**src/rtl/wsc_pkg.sv**
```systemverilog
// shared constants, codes and types for the beacon security classifier
package wsc_pkg;

   // element ids and fixed lengths
   localparam logic [7:0] IE_ID_RSN      = 8'd48;
   localparam logic [7:0] IE_ID_VENDOR   = 8'd221;
   localparam logic [7:0] RSN_FIXED_LEN  = 8'd8;
   localparam logic [7:0] WPA_FIXED_LEN  = 8'd12;
   localparam logic [7:0] VENDOR_MIN_LEN = 8'd4;

   // suite type bytes
   localparam logic [7:0] SUITE_TKIP      = 8'd2;
   localparam logic [7:0] SUITE_CCMP      = 8'd4;
   localparam logic [7:0] SUITE_AKM_8021X = 8'd1;

   // vendor oui and type that mark a wpa element
   localparam logic [7:0] WPA_OUI_TYPE [4] = '{8'h00, 8'h50, 8'hF2, 8'h01};

   // element kinds
   localparam logic [1:0] KIND_OTHER = 2'd0;
   localparam logic [1:0] KIND_RSN   = 2'd1;
   localparam logic [1:0] KIND_WPA   = 2'd2;

   // pending flag bit positions
   localparam int FLAG_TKIP  = 0;
   localparam int FLAG_AES   = 1;
   localparam int FLAG_ENT   = 2;
   localparam int FLAG_LENOK = 3;

   // result record bit positions (tkip, aes, ent occupy bits 4:2)
   localparam int REC_FOUND = 0;
   localparam int REC_LENOK = 1;
   localparam int REC_TKIP  = 2;
   localparam int REC_AES   = 3;
   localparam int REC_ENT   = 4;

   // security class codes
   localparam logic [2:0] CLS_OPEN         = 3'd0;
   localparam logic [2:0] CLS_WEP          = 3'd1;
   localparam logic [2:0] CLS_WPA          = 3'd2;
   localparam logic [2:0] CLS_WPA2         = 3'd3;
   localparam logic [2:0] CLS_WPA2_UNKNOWN = 3'd4;

   // per-element decode state
   typedef struct packed {
      logic [1:0]  kind;
      logic [15:0] suite_count;
      logic [15:0] akm_count;
      logic [3:0]  flags;
   } wsc_dec_type;

endpackage

```
**src/rtl/wsc_value_decode.sv**
```systemverilog
// decode of one value byte of an rsn or wpa element
module wsc_value_decode (
   input  logic                 enable,
   input  logic [7:0]           value_byte,
   input  logic [7:0]           position,
   input  logic [7:0]           element_length,
   input  wsc_pkg::wsc_dec_type dec_cur,
   output wsc_pkg::wsc_dec_type dec_next
);

   logic [7:0]  base;
   logic [15:0] count_full;
   logic [17:0] need_len;
   logic [17:0] list_end_full;
   logic [7:0]  list_end;
   logic [7:0]  list_off;
   logic [7:0]  akm_off;
   logic [7:0]  akm_rel;

   always_comb begin
      base          = (dec_cur.kind == wsc_pkg::KIND_RSN) ?
                      wsc_pkg::RSN_FIXED_LEN : wsc_pkg::WPA_FIXED_LEN;
      count_full    = {value_byte, dec_cur.suite_count[7:0]};
      need_len      = {10'd0, base} + {count_full, 2'b00};
      list_end_full = {10'd0, base} + {dec_cur.suite_count, 2'b00};
      list_end      = list_end_full[7:0];
      list_off      = position - base;
      akm_off       = position - list_end;
      akm_rel       = akm_off - 8'd2;
      dec_next      = dec_cur;

      if (enable && dec_cur.kind != wsc_pkg::KIND_OTHER) begin
         if (dec_cur.kind == wsc_pkg::KIND_WPA && position < 8'd4) begin
            // oui and type check
            if (value_byte != wsc_pkg::WPA_OUI_TYPE[position[1:0]]) begin
               dec_next.kind = wsc_pkg::KIND_OTHER;
            end
         end else if (position == base - 8'd3) begin
            // group cipher
            if (value_byte == wsc_pkg::SUITE_TKIP) begin
               dec_next.flags[wsc_pkg::FLAG_TKIP] = 1'b1;
            end else if (value_byte == wsc_pkg::SUITE_CCMP) begin
               dec_next.flags[wsc_pkg::FLAG_AES] = 1'b1;
            end
         end else if (position == base - 8'd2) begin
            dec_next.suite_count = {8'd0, value_byte};
         end else if (position == base - 8'd1) begin
            // count complete: length must cover the pairwise list
            dec_next.suite_count = count_full;
            if ({10'd0, element_length} >= need_len) begin
               dec_next.flags[wsc_pkg::FLAG_LENOK] = 1'b1;
            end
         end else if (position >= base && dec_cur.flags[wsc_pkg::FLAG_LENOK]) begin
            if (position < list_end) begin
               // pairwise suite type byte
               if (list_off[1:0] == 2'd3) begin
                  if (dec_cur.kind == wsc_pkg::KIND_RSN &&
                      value_byte == wsc_pkg::SUITE_TKIP) begin
                     dec_next.flags[wsc_pkg::FLAG_TKIP] = 1'b1;
                  end else if (value_byte == wsc_pkg::SUITE_CCMP) begin
                     dec_next.flags[wsc_pkg::FLAG_AES] = 1'b1;
                  end
               end
            end else if (akm_off == 8'd0) begin
               dec_next.akm_count = {8'd0, value_byte};
            end else if (akm_off == 8'd1) begin
               dec_next.akm_count = {value_byte, dec_cur.akm_count[7:0]};
            end else begin
               // akm suite type byte inside the listed count
               if (akm_rel[1:0] == 2'd3 &&
                   {10'd0, akm_rel[7:2]} < dec_cur.akm_count &&
                   value_byte == wsc_pkg::SUITE_AKM_8021X) begin
                  dec_next.flags[wsc_pkg::FLAG_ENT] = 1'b1;
               end
            end
         end
      end
   end

endmodule

```
**src/rtl/wifi_ie_security_classifier.sv**
```systemverilog
// top level of the beacon information-element security classifier
//
// Takes one information-element beat per clock cycle while req_stall is low,
// and walks the id/length/value elements as they stream past; the per-byte
// work is a single pass of position compares and flag updates between the
// state registers. The beat flagged req_last_byte ends the beacon: in the next
// cycle its result (open, WEP, WPA, WPA2 or WPA2 with unknown ciphers, plus
// TKIP, AES and enterprise flags) sits in the output register, and the walker
// is already back in its reset state for the next beacon. req_stall rises only
// while a finished result is held by rsp_stall, so a beacon can follow the
// previous one with no gap.
module wifi_ie_security_classifier (
   input  logic       clock,
   input  logic       reset,
   input  logic       req_valid,
   output logic       req_stall,
   input  logic [7:0] req_ie_byte,
   input  logic       req_byte_valid,
   input  logic       req_last_byte,
   input  logic       req_privacy_cap,
   output logic       rsp_valid,
   input  logic       rsp_stall,
   output logic [2:0] rsp_security_class,
   output logic       rsp_tkip_flag,
   output logic       rsp_aes_flag,
   output logic       rsp_ent_flag
);

   localparam logic [1:0] PH_ID  = 2'd0;
   localparam logic [1:0] PH_LEN = 2'd1;
   localparam logic [1:0] PH_VAL = 2'd2;

   logic [1:0]  phase_ff, phase_in;
   logic [7:0]  length_ff, length_in;
   logic [7:0]  position_ff, position_in;
   logic [4:0]  rsn_result_ff, rsn_result_in;
   logic [4:0]  wpa_result_ff, wpa_result_in;
   logic        stopped_ff, stopped_in;
   wsc_pkg::wsc_dec_type dec_ff, dec_in, dec_next;

   logic        rsp_valid_ff, rsp_valid_in;
   logic [2:0]  class_ff, class_in;
   logic        tkip_ff, tkip_in;
   logic        aes_ff, aes_in;
   logic        ent_ff, ent_in;

   logic        accept;
   logic [7:0]  position_next;
   logic [1:0]  commit_kind;
   logic [3:0]  commit_flags;
   logic        commit;
   logic [4:0]  commit_rec;
   logic [2:0]  fl;

   // input is held only by a stalled result
   assign req_stall = rsp_valid_ff && rsp_stall;
   assign accept    = req_valid && !req_stall;

   assign position_next = position_ff + 8'd1;

   wsc_value_decode u_decode (
      .enable         (accept && req_byte_valid && phase_ff != PH_ID &&
                       phase_ff != PH_LEN),
      .value_byte     (req_ie_byte),
      .position       (position_ff),
      .element_length (length_ff),
      .dec_cur        (dec_ff),
      .dec_next       (dec_next)
   );

   // element walk and commit
   always_comb begin
      phase_in      = phase_ff;
      length_in     = length_ff;
      position_in   = position_ff;
      rsn_result_in = rsn_result_ff;
      wpa_result_in = wpa_result_ff;
      stopped_in    = stopped_ff;
      dec_in        = dec_ff;
      commit        = 1'b0;
      commit_kind   = wsc_pkg::KIND_OTHER;
      commit_flags  = 4'd0;

      if (accept && req_byte_valid) begin
         case (phase_ff)
            PH_ID: begin
               dec_in.kind = wsc_pkg::KIND_OTHER;
               if (!stopped_ff) begin
                  if (req_ie_byte == wsc_pkg::IE_ID_RSN) begin
                     dec_in.kind = wsc_pkg::KIND_RSN;
                  end else if (req_ie_byte == wsc_pkg::IE_ID_VENDOR &&
                               !wpa_result_ff[wsc_pkg::REC_FOUND]) begin
                     dec_in.kind = wsc_pkg::KIND_WPA;
                  end
               end
               phase_in = PH_LEN;
            end
            PH_LEN: begin
               length_in          = req_ie_byte;
               position_in        = 8'd0;
               dec_in.suite_count = 16'd0;
               dec_in.akm_count   = 16'd0;
               dec_in.flags       = 4'd0;
               commit_kind        = dec_ff.kind;
               if (dec_ff.kind == wsc_pkg::KIND_WPA &&
                   req_ie_byte < wsc_pkg::VENDOR_MIN_LEN) begin
                  commit_kind = wsc_pkg::KIND_OTHER;
               end
               dec_in.kind = commit_kind;
               if (req_ie_byte == 8'd0) begin
                  commit = 1'b1;
               end else begin
                  phase_in = PH_VAL;
               end
            end
            default: begin
               dec_in       = dec_next;
               position_in  = position_next;
               commit_kind  = dec_next.kind;
               commit_flags = dec_next.flags;
               if (position_next >= length_ff) begin
                  commit = 1'b1;
               end
            end
         endcase
      end

      // record the finished element
      commit_rec = {commit_flags[wsc_pkg::FLAG_ENT], commit_flags[wsc_pkg::FLAG_AES],
                    commit_flags[wsc_pkg::FLAG_TKIP], commit_flags[wsc_pkg::FLAG_LENOK],
                    1'b1};
      if (commit) begin
         if (commit_kind == wsc_pkg::KIND_RSN) begin
            rsn_result_in = commit_rec;
            stopped_in    = 1'b1;
         end else if (commit_kind == wsc_pkg::KIND_WPA) begin
            wpa_result_in = commit_rec;
         end
         dec_in.kind = wsc_pkg::KIND_OTHER;
         phase_in    = PH_ID;
      end

      // classify from the results including this beat
      fl       = 3'd0;
      class_in = req_privacy_cap ? wsc_pkg::CLS_WEP : wsc_pkg::CLS_OPEN;
      if (rsn_result_in[wsc_pkg::REC_FOUND]) begin
         if (rsn_result_in[wsc_pkg::REC_LENOK]) begin
            if (!rsn_result_in[wsc_pkg::REC_TKIP] && !rsn_result_in[wsc_pkg::REC_AES]) begin
               class_in = wsc_pkg::CLS_WPA2_UNKNOWN;
            end else begin
               class_in = wsc_pkg::CLS_WPA2;
               fl       = rsn_result_in[4:2];
            end
         end
      end else if (wpa_result_in[wsc_pkg::REC_FOUND] && wpa_result_in[wsc_pkg::REC_LENOK]) begin
         class_in = wsc_pkg::CLS_WPA;
         fl       = wpa_result_in[4:2];
      end
      tkip_in = fl[0];
      aes_in  = fl[1];
      ent_in  = fl[2];

      // end of beacon: back to reset state
      if (accept && req_last_byte) begin
         phase_in      = PH_ID;
         length_in     = 8'd0;
         position_in   = 8'd0;
         rsn_result_in = 5'd0;
         wpa_result_in = 5'd0;
         stopped_in    = 1'b0;
         dec_in        = '0;
      end

      // output register handshake
      rsp_valid_in = rsp_valid_ff && rsp_stall;
      if (accept && req_last_byte) begin
         rsp_valid_in = 1'b1;
      end
   end

   // state registers
   always_ff @(posedge clock) begin
      if (reset) begin
         phase_ff      <= PH_ID;
         length_ff     <= 8'd0;
         position_ff   <= 8'd0;
         rsn_result_ff <= 5'd0;
         wpa_result_ff <= 5'd0;
         stopped_ff    <= 1'b0;
         dec_ff        <= '0;
         rsp_valid_ff  <= 1'b0;
      end else begin
         phase_ff      <= phase_in;
         length_ff     <= length_in;
         position_ff   <= position_in;
         rsn_result_ff <= rsn_result_in;
         wpa_result_ff <= wpa_result_in;
         stopped_ff    <= stopped_in;
         dec_ff        <= dec_in;
         rsp_valid_ff  <= rsp_valid_in;
      end
   end

   // result payload, loaded with the last beat
   always_ff @(posedge clock) begin
      if (accept && req_last_byte) begin
         class_ff <= class_in;
         tkip_ff  <= tkip_in;
         aes_ff   <= aes_in;
         ent_ff   <= ent_in;
      end
   end

   assign rsp_valid          = rsp_valid_ff;
   assign rsp_security_class = class_ff;
   assign rsp_tkip_flag      = tkip_ff;
   assign rsp_aes_flag       = aes_ff;
   assign rsp_ent_flag       = ent_ff;

   // a finished beacon leaves the walker in its reset state
   a_last_clears: assert property (@(posedge clock) disable iff (reset)
      accept && req_last_byte |=> phase_ff == PH_ID && rsn_result_ff == 5'd0 &&
      wpa_result_ff == 5'd0 && !stopped_ff)
      else $error("state not cleared after last beat");

   // search stops only after an rsn element was recorded
   a_stop_has_rsn: assert property (@(posedge clock) disable iff (reset)
      stopped_ff |-> rsn_result_ff[wsc_pkg::REC_FOUND])
      else $error("search stopped without rsn result");

   // unknown-cipher class carries no flags
   a_unknown_no_flags: assert property (@(posedge clock) disable iff (reset)
      rsp_valid_ff && class_ff == wsc_pkg::CLS_WPA2_UNKNOWN |->
      !tkip_ff && !aes_ff && !ent_ff)
      else $error("flags set with unknown cipher class");

endmodule

```
**config.mk**
```make
export PLATFORM = sky130hd
export DESIGN_NAME = wifi_ie_security_classifier
export DESIGN_NICKNAME = d
export VERILOG_FILES = /design/src/rtl/wsc_pkg.sv /design/src/rtl/wsc_value_decode.sv /design/src/rtl/wifi_ie_security_classifier.sv
export SDC_FILE = /design/constraint.sdc
export NUM_CORES = 1
export LEC_CHECK = 0
export BUFFER_PORTS_ARGS = -buffer_cell sky130_fd_sc_hd__buf_4
export CAP_MARGIN = 25
export CORE_AREA = 2 2 87 89
export DETAILED_ROUTE_END_ITERATION = 16
export DIE_AREA = 0 0 89 91
export PLACE_DENSITY = 0.77
export SETUP_SLACK_MARGIN = 0.05
export SKIP_LAST_GASP = 1
export SLEW_MARGIN = 40
export SYNTH_ARGS = -nofsm -noshare
export SYNTH_HDL_FRONTEND = slang
export SYNTH_SLANG_ARGS = --single-unit
```
**constraint.sdc**
```tcl
create_clock -name clock -period 7.6 [get_ports clock]
set_input_delay 1.14 -clock clock [delete_from_list [all_inputs] [get_ports clock]]
set_output_delay 1.14 -clock clock [all_outputs]
set_load 0.01 [all_outputs]
```
Word level (Yosys, flattened, before mapping)
Cells that the tools add are included.
{"block": "op_classes", "n_bitwise": 2, "addsub": 9, "reduce_logical": 41, "n_mux": 65, "n_lt_le_gt_ge": 8, "eq_ne": 24}
{"op": "2-to-1 mux 16 bit", "count": 7}
{"op": "one-hot mux 36 bit (2 select lines)", "count": 1}
{"op": "2-to-1 mux 38 bit", "count": 1}
{"op": "2-to-1 mux 36 bit", "count": 1}
{"op": "2-to-1 mux 34 bit", "count": 1}
{"op": "2-to-1 mux 3 bit", "count": 10}
{"op": "2-to-1 mux 5 bit", "count": 5}
{"op": "equality test 8 bit", "count": 3}
{"op": "2-to-1 mux 2 bit", "count": 12}
{"op": "2-to-1 mux 20 bit", "count": 1}
{"op": "AND reduction 10 bit", "count": 2}
{"op": "adder 4 x 18 -> 18 bit", "count": 1}
{"op": ">= comparator 8 x 18 -> 1 bit", "count": 1}
{"op": "binary-select mux 8 bit (select 2 bit)", "count": 1}
{"op": "equality test 8 x 1 -> 1 bit, second input constant", "count": 2}
{"op": "logical AND 1 bit", "count": 16}
{"op": "logical NOT 8 bit", "count": 2}
{"op": "< comparator 6 x 16 -> 1 bit", "count": 1}
{"op": "< comparator 8 x 3 -> 1 bit, second input constant", "count": 2}
{"op": "2-to-1 mux 1 bit", "count": 16}
{"op": "2-to-1 mux 8 bit", "count": 2}
{"op": "one-hot mux 8 bit (2 select lines)", "count": 1}
{"op": "nonzero test 2 bit", "count": 7}
{"op": "!= test 2 bit, second input constant", "count": 6}
{"op": "other kinds (32)", "count": 47}
{"block": "word_totals", "output_inout_bits": 8, "reg_bits": 66, "wordCells": 165}

Longest topological paths before layout
{"block": "logic_depth", "ltp_word": 28, "mapped_depth": 20, "ltp_nobuf": 19}

Cells and area by module
Synthesis repeated with hierarchy kept, for this count alone.
{"block": "unflattened", "cells_unflattened": 612, "area_unflattened_um2": 5081.1}
{"mod": "wifi_ie_security_classifier", "n_inst": 1, "cells_each": 338, "area_each_um2": 3235.6, "seq_area_each_um2": 1541.5}
{"mod": "wsc_value_decode", "n_inst": 1, "cells_each": 274, "area_each_um2": 1845.5, "seq_area_each_um2": 0.0}

Least setup slack after synthesis
OpenSTA, ideal clock, no wires.
{"block": "synth_timing", "kind": "flip-flop to flip-flop", "start": "reg dec_ff[36] (netlist name)", "end": "reg ent_ff, in the netlist rsp_ent_flag, data pin", "setup_time_ns": 0.272, "slack_ns": 3.378, "arrival_ns": 3.950, "stages_incl_launch_ff": 20, "period_less_slack_ns": 4.222, "required_time_ns": 7.328, "path_cell_list": "dfxtp_1 nor2b_1 inv_1 ha_1 inv_1 ha_1 ha_1 nor2b_1 o31a_1 or2_2 a21boi_1 or3_1 xnor2_1 ha_1 o2111ai_1 a211o_1 nand4b_1 a2111oi_0 a211oi_1 o32ai_1"}
{"block": "synth_via", "elab_chain_len": 25, "word_cells_on_any_way": 66, "classes_between": "7 x add/sub; 4 x order compare; 8 x eq/ne; 34 x mux; 13 x reduce/logical"}
{"item": "start: declaration", "line_no": "wifi_ie_security_classifier.sv:39", "source": "wsc_pkg::wsc_dec_type dec_ff, dec_in, dec_next;"}
{"item": "start signal: assignment", "line_no": "wifi_ie_security_classifier.sv:199", "source": "dec_ff <= dec_in;"}
{"item": "equality test 2 x 1 -> 1 bit", "line_no": "wsc_value_decode.sv:21, wsc_value_decode.sv:57"}
{"item": "2-to-1 mux 3 bit", "line_no": "wsc_value_decode.sv:21", "source": "base = (dec_cur.kind == wsc_pkg::KIND_RSN) ?"}
{"item": "adder 4 x 8 -> 8 bit", "line_no": "wsc_value_decode.sv:25", "source": "list_end_full = {10'd0, base} + {dec_cur.suite_count, 2'b00};"}
{"item": "subtractor 8 bit", "line_no": "wsc_value_decode.sv:28", "source": "akm_off = position - list_end;"}
{"item": "subtractor 8 x 2 -> 8 bit", "line_no": "wsc_value_decode.sv:29", "source": "akm_rel = akm_off - 8'd2;"}
{"item": "< comparator 6 x 16 -> 1 bit", "line_no": "wsc_value_decode.sv:71", "source": "{10'd0, akm_rel[7:2]} < dec_cur.akm_count &&"}
{"item": "logical AND 1 bit", "line_no": "wsc_value_decode.sv:70", "source": "if (akm_rel[1:0] == 2'd3 &&"}
{"item": "logical AND 1 bit", "line_no": "wsc_value_decode.sv:71"}
{"item": "(+10 left out)"}
{"item": "2-to-1 mux 4 bit", "line_no": "wifi_ie_security_classifier.sv:85", "source": "case (phase_ff)"}
{"item": "2-to-1 mux 4 bit", "line_no": "wifi_ie_security_classifier.sv:84", "source": "if (accept && req_byte_valid) begin"}
{"item": "2-to-1 mux 5 bit (on tied branches)", "line_no": "wifi_ie_security_classifier.sv:136, wifi_ie_security_classifier.sv:133"}
{"item": "2-to-1 mux 5 bit (on tied branches)", "line_no": "wifi_ie_security_classifier.sv:133, wifi_ie_security_classifier.sv:132"}
{"item": "2-to-1 mux 5 bit / 2-to-1 mux 3 bit (equally long branches)", "line_no": "wifi_ie_security_classifier.sv:132, wifi_ie_security_classifier.sv:148"}
{"item": "2-to-1 mux 3 bit (on tied branches)", "line_no": "wifi_ie_security_classifier.sv:155, wifi_ie_security_classifier.sv:147"}
{"item": "2-to-1 mux 3 bit *", "line_no": "wifi_ie_security_classifier.sv:146", "source": "if (rsn_result_in[wsc_pkg::REC_FOUND]) begin"}
{"item": "named net fl[2]", "line_no": "wifi_ie_security_classifier.sv:53", "source": "logic [2:0] fl;"}
{"item": "end signal: assignment", "line_no": "wifi_ie_security_classifier.sv:210", "source": "ent_ff <= ent_in;"}
{"item": "end: declaration", "line_no": "wifi_ie_security_classifier.sv:45", "source": "logic ent_ff, ent_in;"}
The timed path passes the listed nets; every way through them passes the cells marked *. The select of a mux whose other input is x is not followed.
A chain may end at the register's enable or synchronous reset.

Worst setup path in the final report
Ends and elaborated chain as after synthesis.

==> run_results.csv <==
group,metric,value,unit
final_layout,layout_commonest_cell,"dfxtp_1",
floorplan,dieWidth,89,um
cts,worstSkewPairLatency,0.36,ns
power,power.leakage,0.00164,uW
final_layout,multi_input_area,2570,um2
drt,drt_first_pass_iters,5,
worst_setup_path,path_max_fanout,5,
yosys,synth-xor-area-share,0.0560,
sta,tns,0,ns
yosys,synth_warnings,0,
place,portBuffers,22,
cts,cts_buffers,9,
sta,max-slew-margin-rel,0.475,
sta,hold_viol,0,
final_layout,final_cell_mix,"60 x dfxtp_1, 53 x nor2_1, 36 x nand2_1",
status,status,"finished, final reports clean",
drt,wirelength,11000,um
global_routing,gr-total-overflow,0,
place,dp_cells,601,
sta,post-route-period-util,0.624,
global_routing,track_usage,0.282,
yosys,ys_types,76,
yosys,ys_seq_area_frac,0.329,
yosys,postSynthAreaPerCell,8.31,um2
worst_setup_path,start_kind,"flip-flop",
place,place_hpwl,8150,um
floorplan,die_y,91,um
drt,wl_per_cell,17.8,um
cts,cts_sinks,66,
drt,postRouteAntennaNets,0,
sta,clock.fmax,211,MHz
drt,remaining_drc_errors,0,
worst_setup_path,cp.required,7.78,ns
sta,worst_pin_slew,0.784,ns
cts,cts_tree,"done",
yosys,synth-edff-count,6,
worst_setup_path,crit_arrival,4.91,ns
floorplan,io_pins,23,
cts,cts-root-buf,"clkbuf_8",
final_layout,fill_cells,643,
drt,drtIter0Drc,314,
final_layout,antenna_cells,0,
job,maxCapViolations,0,
sta,finalSetupViolCount,0,
worst_setup_path,path_class,"flip-flop to flip-flop",
final_layout,regArea,1380,um2
cts,h-tree-depth,3,
drt,vias,3835,
power,irDropWorstVdd,0.000107,V
power,power.total,762,uW
cts,clk_pin_slew,0.08,ns
floorplan,initial_core_util,0.588,
final_layout,instances_no_fill,617,
yosys,syn_inst,505,
yosys,syn-cell-area,4200,um2
sta,finalCriticalPeriod,4.74,ns
global_routing,grt_pass1_wl,17600,um
final_layout,drive_above_1_share,0.104,
cts,holdBufCountCts,0,
floorplan,die_area,8100,um2
final_layout,fin_util,0.648,
power,power.density,165,nW/um2
place,gp_congestion,0.916,
cts,post-cts-setup-buffers,0,
worst_setup_path,r2r_slack,2.86,ns
floorplan,rows,31,
global_routing,grt_max_degree,42,
cts,post_cts_resized,0,
yosys,yosys.area_share.simple,0.228,
worst_setup_path,crit_path_end_kind,"flip-flop",
final_layout,syn2layout_area_growth,10.2,%
yosys,synth_compound_area_frac,0.228,
yosys,syn-num-nets,550,
sta,slew_violations,0,
drt,via_per_inst,6.22,
cts,cts_buffer_depth,2,
yosys,ys.flop_type,"dfxtp_1",
global_routing,antenna_found_initial,0,
floorplan,core,7140,um2
yosys,postSynth.asyncResetShare,0,
yosys,synth_top_family_by_area,"compound AO/OA/AOI/OAI gates",
sta,rsz0062_at_grt,"false",
global_routing,grt_pass1_vias,3485,
sta,clock_skew,0.0108,ns
yosys,synth_fa_ha_area_frac,0.0983,
final_layout,nets,558,
yosys,synth-seq-cells,66,
yosys,synthMuxAreaShare,0.00238,
hold_path,hold_class,"flip-flop to flip-flop",
-- critical path, cell delays in order, from the launching register on --
cell and delay (ns):
dfxtp_1 0.39, nor2b_1 0.24, inv_1 0.15, ha_1 0.25, inv_1 0.07, ha_1 0.26
ha_1 0.28, nor2b_1 0.14, o31a_1 0.25, or2_2 0.31, a21boi_1 0.17, or3_1 0.38
xnor2_1 0.19, ha_1 0.26, o2111ai_1 0.17, a211o_1 0.15, nand4b_1 0.18, a2111oi_0 0.44
a211oi_1 0.13, o32ai_1 0.16
-- Yosys cell counts, types with 3 or more instances --
cell | count | area share
a211o_1 | 3 | 0.0063
a211oi_1 | 6 | 0.011
a21boi_0 | 3 | 0.0054
a21oi_1 | 33 | 0.039
a22o_1 | 7 | 0.015
a22oi_1 | 15 | 0.027
a31o_2 | 3 | 0.0063
a31oi_1 | 3 | 0.0045
and2_1 | 7 | 0.010
and3_1 | 11 | 0.016
clkbuf_1 | 23 | 0.021
dfxtp_1 | 60 | 0.29
edfxtp_1 | 6 | 0.043
ha_1 | 29 | 0.086
inv_1 | 34 | 0.030
maj3_1 | 3 | 0.0072
nand2_1 | 36 | 0.032
nand2b_1 | 4 | 0.0060
nand3_1 | 23 | 0.027
nand3b_1 | 4 | 0.0072
nand4_1 | 4 | 0.0060
nor2_1 | 53 | 0.047
nor2b_1 | 6 | 0.0089
nor3_1 | 18 | 0.021
nor4_1 | 4 | 0.0060
o21ai_0 | 9 | 0.011
o31ai_1 | 10 | 0.018
o32ai_1 | 3 | 0.0063
or3_1 | 3 | 0.0045
or4_1 | 3 | 0.0054
xnor2_1 | 17 | 0.035
xor2_1 | 8 | 0.017
-- state kept, by name, indices dropped and copies added (netlist names) --
signal              cells
stopped_ff              1
rsp_tkip_flag           1
rsn_result_ff           5
rsp_ent_flag            1
rsp_security_class      3
wpa_result_ff           5
length_ff               8
dec_ff                 30
phase_ff                2
rsp_valid               1
position_ff             8
rsp_aes_flag            1
-- cell families (layout without fill, tap and decap cells) --
logic type,Yosys count,in the layout
buffers and inverters,61,74
flip-flops,66,66
multiplexers,1,1
adder cells (fa/ha/maj),33,33
AND/OR/NAND/NOR,188,188
AO/OA/AOI/OAI,130,130
XOR/XNOR,26,26
-- per-stage QoR --
step	hold slack, ns	cell area (um2)	setup slack, ns
after floorplan	0.432	4200	3.38
after global placement	0.443	4390	3.11
after detailed placement	0.443	4390	2.91
after CTS	0.452	4630	2.91
after global routing	0.489	4630	2.56
final	0.453	4630	2.86
-- per-layer routing --
metal / track usage / part of all wire / vias up
met5: 0 / 0 / -
met4: 0.0821 / 0.019 / 0
met3: 0.0682 / 0.075 / 22
met2: 0.436 / 0.46 / 141
met1: 0.389 / 0.44 / 1808
li1: - / - / 1864
-- path summary, 6_finish.rpt --
path                            depth (start not counted)              from                to
worst max-delay path                                   19        dec_ff[36]      rsp_ent_flag
worst min-delay path                                    2  rsn_result_ff[1]  rsn_result_ff[1]
worst max register to register                         19        dec_ff[36]      rsp_ent_flag
worst min register to register                          2  rsn_result_ff[1]  rsn_result_ff[1]
-- area by class of cell --
cell class / count / area share
well taps: 99 / 0.0268
multi-input cells: 378 / 0.556
inverters: 34 / 0.0276
clock inverters: 6 / 0.0246
flip-flops and latches: 66 / 0.299
clock buffers: 10 / 0.0276
repair buffers: 24 / 0.0389
-- where the power goes --
part	total, uW	internal, uW	leakage (uW)	switching, uW
Sequential	355	353	0.000537	2.03
Combinational	46.0	15.0	0.000987	31.0
Clock	361	219	0.000113	142
Total	762	587	0.00164	175
Note: power is estimated with default switching activity, not from simulation.
